===== config.mk =====
export PLATFORM = sky130hd
export DESIGN_NAME = skt_cell
export DESIGN_NICKNAME = d
export VERILOG_FILES = /design/src/hw/rtl/sorted_key_table_assert.svh /design/src/hw/rtl/skt_pkg.sv /design/src/hw/rtl/skt_cell.sv
export SDC_FILE = /design/constraint.sdc
export NUM_CORES = 1
export LEC_CHECK = 0
export BUFFER_PORTS_ARGS = -buffer_cell sky130_fd_sc_hd__buf_2
export CORE_MARGIN = 2
export CORE_UTILIZATION = 40
export CTS_BUF_LIST = sky130_fd_sc_hd__clkbuf_8
export CTS_CLUSTER_DIAMETER = 30
export DETAILED_ROUTE_END_ITERATION = 7
export PLACE_DENSITY = 0.78
export SLEW_MARGIN = 0
export SYNTH_ARGS = -nofsm -noshare
export SYNTH_HDL_FRONTEND = slang
export SYNTH_SLANG_ARGS = --single-unit

===== constraint.sdc =====
create_clock -name i_clk -period 2.29 [get_ports i_clk]
set_clock_uncertainty 0.1 [all_clocks]
set_input_delay 0.1145 -clock i_clk [delete_from_list [all_inputs] [get_ports i_clk]]
set_output_delay 0.1145 -clock i_clk [all_outputs]
set_load 0.01 [all_outputs]

===== src/hw/rtl/sorted_key_table_assert.svh =====
// Assertion macros for the RTL of the sorted key table.
// Every check is clocked on i_clk and held off while i_rst_n is low.
`ifndef SORTED_KEY_TABLE_ASSERT_SVH
`define SORTED_KEY_TABLE_ASSERT_SVH

// Same-cycle implication: when ante holds, cons must hold too.
`define SKT_ASSERT_IMPL(lbl, ante, cons, msg) \
    lbl: assert property (@(posedge i_clk) disable iff (!i_rst_n) \
        (ante) |-> (cons)) else $error(msg);

// Next-cycle implication: when ante holds, cons must hold in the next cycle.
`define SKT_ASSERT_NEXT(lbl, ante, cons, msg) \
    lbl: assert property (@(posedge i_clk) disable iff (!i_rst_n) \
        (ante) |=> (cons)) else $error(msg);

`endif


===== src/hw/rtl/skt_pkg.sv =====
`timescale 1ns / 1ps

package skt_pkg;

    localparam int DEPTH    = 64;
    localparam int KEY_W    = 32;
    localparam int HANDLE_W = 16;
    localparam int IDX_W    = $clog2(DEPTH);
    localparam int CNT_W    = $clog2(DEPTH + 1);

    typedef enum logic [2:0] {
        OP_INSERT  = 3'd0,
        OP_REMOVE  = 3'd1,
        OP_LOOKUP  = 3'd2,
        OP_READ    = 3'd3,
        OP_NEXT_ID = 3'd4
    } t_op;

    typedef enum logic [1:0] {
        ST_OK        = 2'd0,
        ST_NOT_FOUND = 2'd1,
        ST_FULL      = 2'd2,
        ST_BAD_RANK  = 2'd3
    } t_status;

    // Command broadcast to every cell of the row
    typedef enum logic [1:0] {
        CELL_HOLD,
        CELL_CMP,
        CELL_INS,
        CELL_DEL
    } t_cell_op;

    typedef struct packed {
        t_op                 op;
        logic [KEY_W-1:0]    key;
        logic [HANDLE_W-1:0] handle;
        logic [IDX_W-1:0]    rank;
    } t_in_word;

    typedef struct packed {
        t_status             status;
        logic [IDX_W-1:0]    found_rank;
        logic [KEY_W-1:0]    found_key;
        logic [HANDLE_W-1:0] found_handle;
        logic [CNT_W-1:0]    entry_count;
    } t_out_word;

    typedef struct packed {
        t_cell_op            op;
        logic [KEY_W-1:0]    key;
        logic [HANDLE_W-1:0] handle;
        logic [CNT_W-1:0]    occ;
    } t_cell_cmd;

    // What a cell shows its neighbors and the top level
    typedef struct packed {
        logic [KEY_W-1:0]    key;
        logic [HANDLE_W-1:0] handle;
        logic                le;
        logic                lt;
    } t_cell_out;

endpackage


===== src/hw/rtl/skt_cell.sv =====
`timescale 1ns / 1ps

module skt_cell
    import skt_pkg::*;
(
    input  logic                i_clk,
    input  logic [CNT_W-1:0]    i_idx,
    input  t_cell_cmd           i_cmd,
    input  t_cell_out           i_left,
    input  t_cell_out           i_right,
    output t_cell_out           o_cell
);

    logic [KEY_W-1:0]    r_key;
    logic [HANDLE_W-1:0] r_handle;
    logic                r_le;
    logic                r_lt;
    logic                w_valid;

    // entries below the fill count are live
    assign w_valid = i_idx < i_cmd.occ;

    // compare against the broadcast key, then shift or load on command
    always_ff @(posedge i_clk) begin
        case (i_cmd.op)
            CELL_CMP: begin
                r_le <= w_valid && (r_key <= i_cmd.key);
                r_lt <= w_valid && (r_key < i_cmd.key);
            end
            CELL_INS: begin
                // cells at or past the insert point move up by one
                if (!r_le) begin
                    if (i_left.le) begin
                        r_key    <= i_cmd.key;
                        r_handle <= i_cmd.handle;
                    end else begin
                        r_key    <= i_left.key;
                        r_handle <= i_left.handle;
                    end
                end
            end
            CELL_DEL: begin
                // cells at or past the removed entry pull from the right
                if (!r_lt) begin
                    r_key    <= i_right.key;
                    r_handle <= i_right.handle;
                end
            end
            default: begin
            end
        endcase
    end

    assign o_cell = '{key: r_key, handle: r_handle, le: r_le, lt: r_lt};

endmodule


==> impl_results.rst, run 1 <==
.. list-table::
   :header-rows: 1

   * - Metric
     - Value
   * - Number of max-cap violations
     - 0
   * - Number of hold violations in the final report
     - 0
   * - Insertion delay to the later sink of the worst-skew pair
     - 310 ps
   * - Kind of path behind the tightest hold check
     - primary input to flop
   * - Adder-cell share of the synthesized area
     - 13.6%
   * - Terminating pin of the worst hold path
     - r_key[8]
   * - Combined flip-flop and latch cell area
     - 1500 µm²
   * - Die area
     - 9530 µm²
   * - Worst setup slack for register-to-register paths
     - 170 ps
   * - Global-route wire length before repair
     - 16200 µm
   * - Average instance area after synthesis
     - 9.85 µm²
   * - Site Rows
     - 34
   * - Time the final worst path needs with I/O delays and setup
     - 2120 ps
   * - Detail Route Antenna Nets
     - 0
   * - Multiplexer share of the synthesized area
     - 14.0%
   * - Top cell family by delay on the critical path
     - simple AND/OR/NAND/NOR gates
   * - Die Span X
     - 97.6 µm
   * - Routed length per instance
     - 14.5 µm
   * - Total length of routed wires
     - 10200 µm
   * - Main area contributors after synthesis
     - sky130_fd_sc_hd__edfxtp_1 (43%), sky130_fd_sc_hd__mux2i_1 (14%), sky130_fd_sc_hd__ha_1 (14%)
   * - Cell at the slowest stage of the critical path
     - sky130_fd_sc_hd__or4_4
   * - Core area
     - 8590 µm²
   * - RSZ-0062 raised after global routing
     - false
   * - FILL cells
     - 762
   * - Die Height
     - 97.6 µm
   * - Overall track demand over capacity in global routing
     - 20.9%
   * - Cell depth of the worst setup path
     - 6
   * - Series of cell instances along the critical path
     - ha_1 > nand4_2 > or4_4 > nor2_1 > o22ai_1 > nor3_1
   * - # hold bufs at CTS
     - 34
   * - Register bit count reported by yosys
     - 50
   * - Layout cells sized above 1
     - 38.6%
   * - Clock tree from TritonCTS
     - built
   * - Clock root buffer master
     - sky130_fd_sc_hd__clkbuf_8
   * - Library cell occupying the most area in the post-synthesis netlist
     - sky130_fd_sc_hd__edfxtp_1
   * - Main synth FF type
     - sky130_fd_sc_hd__edfxtp_1
   * - Slew Viols, Final
     - 0
   * - Number of placed I/O pins
     - 215
   * - CP Max Fanout
     - 4
   * - Area Overhead vs Synth
     - 46.7%
   * - Buffers added on ports
     - 211
   * - Count of flip-flops with a built-in enable after synthesis
     - 50
   * - Number of cells produced by synthesis
     - 356
   * - Net Count, Synth
     - 559
   * - Largest family of logic cells by synthesized area
     - multiplexers
   * - Sequential cell area fraction in the yosys report
     - 42.8%
   * - Critical path launch point type
     - flop
   * - CTS Buf Count
     - 5
   * - Headroom to the max-slew limit
     - 71.1%
   * - Post_cts resized
     - 0
   * - Largest voltage drop on the vdd net
     - 0.249 mV
   * - Setup crit end kind
     - flop
   * - Synthesized-area fraction occupied by xor and xnor cells
     - 0%
   * - Worst path required time
     - 2350 ps
   * - Critical register-to-register path startpoint
     - r_key[14]
   * - Effective utilization at floorplan
     - 40.8%
   * - Warning count from the yosys run
     - 0
   * - Number of clock sinks seen by CTS
     - 50
   * - Post-synth ARST share
     - 0%
   * - Instance area after placement
     - 4680 µm²
   * - Hold Crit Depth
     - 3
   * - Worst Reg-to-Reg Cells
     - 6
   * - Share of the synthesized area in compound gates (AO/OA/AOI/OAI)
     - 12.3%
   * - Most common library cells after synthesis
     - sky130_fd_sc_hd__nand2_1 (57), sky130_fd_sc_hd__edfxtp_1 (50), sky130_fd_sc_hd__mux2i_1 (49)
   * - Number of nets in the final layout
     - 798
   * - Final standard cell utilization of the core
     - 59.9%
   * - Via count of the first global-routing pass
     - 3566
   * - F_max
     - 0.472 GHz
   * - Detailed placement HPWL
     - 7520 µm
   * - Setup violations, final
     - 0
   * - Number of setup buffers added after CTS
     - 0
   * - Actual slew at the worst max-slew pin
     - 434 ps
   * - Overflow after GRT
     - 0
   * - Initial antenna violation count
     - 0
   * - Routability cong.
     - 0.820
   * - Dominant cell by count in the synthesized netlist
     - sky130_fd_sc_hd__nand2_1
   * - DRT iter0 DRCs
     - 112
   * - Critical hold path startpoint
     - i_right[26]
   * - Leakage power of the design
     - 2.58 nW
   * - Synthesized cell area
     - 3510 µm²
   * - Count of unique library cells instantiated by Yosys
     - 33
   * - Outcome
     - finished, final reports clean
   * - Pin count of the biggest net entering global routing
     - 53
   * - Endpoint of the most critical register-to-register path
     - r_le
   * - Antenna cell count
     - 0
   * - Sum Neg Setup Slack
     - 0 ps
   * - Clock transition time at the flip-flop clock pins of the worst setup and hold paths
     - 110 ps
   * - Max H-tree Level
     - 2
   * - Post-route DRC
     - 0
   * - Fraction of the cycle the final worst path needs
     - 92.4%
   * - Post-detailed-route via-to-cell ratio
     - 5.00
   * - Worst setup path class
     - flop to flop
   * - Bufs on Longest Clock Path
     - 2
   * - Pwr per Cell Area
     - 474 nW/µm²
   * - Area share of the leading cell type in the synthesized netlist
     - 42.8%
   * - Multi-input gate area
     - 1780 µm²
   * - Worst hold margin
     - 3.84 ps
   * - Worst Path Buf+Inv
     - 0
   * - Via Count
     - 3519
   * - Final standard cell area without fillers
     - 5150 µm²
   * - Data arrival, critical path
     - 2170 ps
   * - Router iterations before antenna repair
     - 4
   * - Biggest cell delay along the critical path
     - 550 ps
   * - Simple-gate area share of the yosys netlist
     - 10.8%
[power by group]
| group | internal, mW | switching (mW) |
|---|---|---|
| clock | 0.334 | 0.332 |
| sequential | 1.09 | 0.0250 |
| combinational | 0.328 | 0.327 |
| total | 1.76 | 0.684 |
[per-layer routing]
layer	global-route usage, %	vias up	part of all wire, %
li1	-	1758	-
met1	22.0	1564	37
met2	40.8	174	54
met3	4.39	23	7.2
met4	7.05	0	2.4
met5	0	-	0
[tightest hold or removal path: stages]
cell	delay, ps
sky130_fd_sc_hd__buf_2	80
sky130_fd_sc_hd__nand2_1	40
sky130_fd_sc_hd__o21ai_0	70
[area by class of cell]
| class | instances | area share (%) |
|---|---|---|
| multi-input combinational | 248 | 34.5 |
| sequential | 50 | 29.2 |
| timing repair buffer | 251 | 28.5 |
| inverter | 39 | 2.84 |
| tap | 108 | 2.63 |
| clock buffer | 5 | 1.34 |
| clock inverter | 3 | 0.924 |
[metrics by stage]
step	instances	setup WS (ps)	total power [mW]
6_report	704	173	2.44
5_1_grt	704	27.7	2.57
4_1_cts	703	160	2.46
3_5_place_dp	661	189	1.75
3_3_place_gp	661	214	1.72
2_1_floorplan	356	124	1.46
[worst max-delay path by stage]
stage / start / to / slack (ps)
after CTS: r_key[14] / r_le / 160
after global routing: r_key[11] / r_le / 30
after global placement: r_key[14] / r_le / 210
after detailed placement: r_key[14] / r_le / 190
final: r_key[14] / r_le / 170
after floorplan: r_lt / r_handle[0] / 120
[cells in the final DEF (no fill, tap or decap), types with 3 or more instances in the layout]
master,count
sky130_fd_sc_hd__buf_2,211
sky130_fd_sc_hd__nand2_1,57
sky130_fd_sc_hd__edfxtp_1,50
sky130_fd_sc_hd__mux2i_1,49
sky130_fd_sc_hd__o21ai_0,44
sky130_fd_sc_hd__inv_1,39
sky130_fd_sc_hd__ha_1,38
sky130_fd_sc_hd__dlygate4sd3_1,35
sky130_fd_sc_hd__a21oi_1,14
sky130_fd_sc_hd__o21ai_1,10
sky130_fd_sc_hd__nand4_1,5
sky130_fd_sc_hd__clkbuf_8,5
sky130_fd_sc_hd__nor2_1,4
sky130_fd_sc_hd__nand3_1,3
sky130_fd_sc_hd__a221oi_1,3
sky130_fd_sc_hd__buf_4,3
[kinds of logic (layout without fill, tap and decap cells)]
kind of cell | Yosys count | count (layout)
AND/OR/NAND/NOR | 82 | 82
adder cells (fa/ha/maj) | 38 | 38
flip-flops | 50 | 50
AO/OA/AOI/OAI | 79 | 79
multiplexers | 49 | 49
buffers and inverters | 58 | 298
[flip-flops by register name, indices dropped and copies added (netlist names)]
signal and cells:
r_handle 16, r_key 32, r_le 1, r_lt 1
Note: power is estimated with default switching activity, not from simulation.
==> run 2, diff against run 1 <==
--- a/config.mk
+++ b/config.mk
@@ -6,7 +6,6 @@
 export NUM_CORES = 1
 export LEC_CHECK = 0
 export BUFFER_PORTS_ARGS = -buffer_cell sky130_fd_sc_hd__buf_2
-export CORE_MARGIN = 2
 export CORE_UTILIZATION = 40
 export CTS_BUF_LIST = sky130_fd_sc_hd__clkbuf_8
 export CTS_CLUSTER_DIAMETER = 30
==> run 2 against run 1 <==
Critical path depth unchanged; final cell count is 1.6% lower; total power fell by 2.6%; non-clock buffer count down 8; setup slack worse by 38 ps; die area decreased by 4.1%; core utilization increased by 0.87 points; design area fell by 1.5%; sequential share of layout area increased by 0.45 points; highest routed layer unchanged.
==> impl_results.rst, run 2 (synthesized netlist as in run 1, its figures left out) <==
.. list-table::
   :header-rows: 1

   * - Metric
     - Value
   * - Outcome
     - finished, final reports clean
   * - Antenna cell count
     - 0
   * - RSZ-0062 raised after global routing
     - false
   * - Global-route wire length before repair
     - 13900 µm
   * - Fraction of the cycle the final worst path needs
     - 94.1%
   * - Critical register-to-register path startpoint
     - r_key[11]
   * - Kind of path behind the tightest hold check
     - primary input to flop
   * - Actual slew at the worst max-slew pin
     - 453 ps
   * - Bufs on Longest Clock Path
     - 2
   * - Hold Crit Depth
     - 3
   * - Pwr per Cell Area
     - 469 nW/µm²
   * - Layout cells sized above 1
     - 39.6%
   * - Sum Neg Setup Slack
     - 0 ps
   * - Headroom to the max-slew limit
     - 69.8%
   * - Router iterations before antenna repair
     - 5
   * - DRT iter0 DRCs
     - 75
   * - Flip-flop count of the largest register, all copies and words added
     - 32
   * - Initial antenna violation count
     - 0
   * - Detail Route Antenna Nets
     - 0
   * - Number of placed I/O pins
     - 215
   * - Routability cong.
     - 0.776
   * - Insertion delay to the later sink of the worst-skew pair
     - 310 ps
   * - Worst Reg-to-Reg Cells
     - 6
   * - Internal Pwr Total
     - 1.73 mW
   * - Register ranked first by flip-flop count
     - r_key
   * - Data arrival, critical path
     - 2110 ps
   * - Comb power frac
     - 26.8%
   * - Endpoint of the most critical register-to-register path
     - r_le
   * - Post-detailed-route via-to-cell ratio
     - 4.91
   * - Clock share of power
     - 26.2%
   * - Combined flip-flop and latch cell area
     - 1500 µm²
   * - Switch Pwr
     - 641 µW
   * - Worst setup path class
     - flop to flop
   * - Via count of the first global-routing pass
     - 3199
   * - Leakage power of the design
     - 2.54 nW
   * - Effective utilization at floorplan
     - 42.0%
   * - Relative contribution of sequential cells to total power
     - 47.0%
   * - Time the final worst path needs with I/O delays and setup
     - 2150 ps
   * - Multi-input gate area
     - 1790 µm²
   * - Max H-tree Level
     - 2
   * - Routed length per instance
     - 13.6 µm
   * - Top library cells by usage in the layout, fill and taps aside
     - sky130_fd_sc_hd__buf_2 (211), sky130_fd_sc_hd__nand2_1 (57), sky130_fd_sc_hd__edfxtp_1 (50)
   * - FILL cells
     - 727
   * - Area Overhead vs Synth
     - 44.5%
   * - Switching Share
     - 27.0%
   * - Die area
     - 9150 µm²
   * - Clock tree from TritonCTS
     - built
   * - Slew Viols, Final
     - 0
   * - Overflow after GRT
     - 0
   * - Critical hold path startpoint
     - i_right[39]
   * - Site Rows
     - 33
   * - CTS Buf Count
     - 5
   * - Terminating pin of the worst hold path
     - r_key[21]
   * - Worst hold margin
     - 3.26 ps
   * - Most common cell after layout, fill and taps aside
     - sky130_fd_sc_hd__buf_2
   * - Via Count
     - 3402
   * - Setup crit end kind
     - flop
   * - Die Height
     - 95.6 µm
   * - Number of clock sinks seen by CTS
     - 50
   * - Number of max-cap violations
     - 0
   * - F_max
     - 0.464 GHz
   * - Critical path launch point type
     - flop
   * - Number of nets in the final layout
     - 790
   * - Worst setup slack for register-to-register paths
     - 140 ps
   * - Setup violations, final
     - 0
   * - Instance area after placement
     - 4680 µm²
   * - CP Max Fanout
     - 3
   * - Largest voltage drop on the vdd net
     - 0.251 mV
   * - Die Span X
     - 95.6 µm
   * - Buffers added on ports
     - 211
   * - Clock transition time at the flip-flop clock pins of the worst setup and hold paths
     - 90 ps
   * - Detailed placement HPWL
     - 7270 µm
   * - Clock root buffer master
     - sky130_fd_sc_hd__clkbuf_8
   * - Final standard cell area without fillers
     - 5070 µm²
   * - Overall track demand over capacity in global routing
     - 19.8%
   * - Core area
     - 8340 µm²
   * - Post-route DRC
     - 0
   * - Regs by FF count
     - r_key x32, r_handle x16
   * - Pin count of the biggest net entering global routing
     - 54
   * - Worst path required time
     - 2240 ps
   * - Total length of routed wires
     - 9400 µm
   * - Number of hold violations in the final report
     - 0
==> run 2: critical path: stages (launching register included) <==
cell	delay [ps]
sky130_fd_sc_hd__edfxtp_1	400
sky130_fd_sc_hd__ha_1	330
sky130_fd_sc_hd__nand4_1	180
sky130_fd_sc_hd__buf_4	190
sky130_fd_sc_hd__a2111o_1	380
sky130_fd_sc_hd__a311oi_2	280
sky130_fd_sc_hd__nor3_2	60
==> run 2: how the worst max path moves through the flow <==
| stage | slack, ps | cells past startpoint | end | start |
|---|---|---|---|---|
| 2_1_floorplan | 120 | 2 | r_handle[0] | r_lt |
| 5_1_grt | 10 | 6 | r_le | r_key[11] |
| 4_1_cts | 110 | 6 | r_le | r_key[10] |
| 6_report | 140 | 6 | r_le | r_key[11] |
| 3_3_place_gp | 220 | 6 | r_le | r_key[14] |
| 3_5_place_dp | 130 | 6 | r_le | r_key[10] |
==> run 2: layout make-up <==
cell class | count | share of cell area, %
multi-input combinational | 248 | 35.4
sequential | 50 | 29.6
timing repair buffer | 243 | 27.4
inverter | 39 | 2.89
tap | 105 | 2.59
clock buffer | 5 | 1.36
clock inverter | 3 | 0.815
==> run 2: timing repair <==
item,in CTS,in global routing
setup endpoints to repair,0,1
hold buffers,25,1
setup buffers,0,1
gates resized for setup,0,3
endpoints found under the hold margin,25,1
==> run 2: stage by stage <==
step | power, mW | util [%] | std cells | setup slack [ps]
5_1_grt | 2.50 | 60.8 | 693 | 13.7
6_report | 2.38 | 60.8 | 693 | 136
3_3_place_gp | 1.72 | 56.1 | 658 | 219
3_5_place_dp | 1.74 | 56.1 | 658 | 132
2_1_floorplan | 1.46 | - | 356 | 124
4_1_cts | 2.40 | 60.4 | 691 | 109
==> run 2: power by group through the flow <==
stage                     clock network, mW  logic (mW)  registers (mW)
final                                 0.622       0.636            1.12
after global routing                  0.664       0.712            1.13
after CTS                             0.640       0.638            1.12
after detailed placement                  0       0.602            1.14
after global placement                    0       0.586            1.14
after floorplan                           0       0.288            1.17
==> run 2: per-layer routing <==
metal,GRT usage (%),vias to the layer above,part of all wire [%]
li1,-,1739,-
met1,21.7,1507,39
met2,38.1,141,53
met3,3.27,15,5.8
met4,6.59,0,2.3
met5,0,-,0
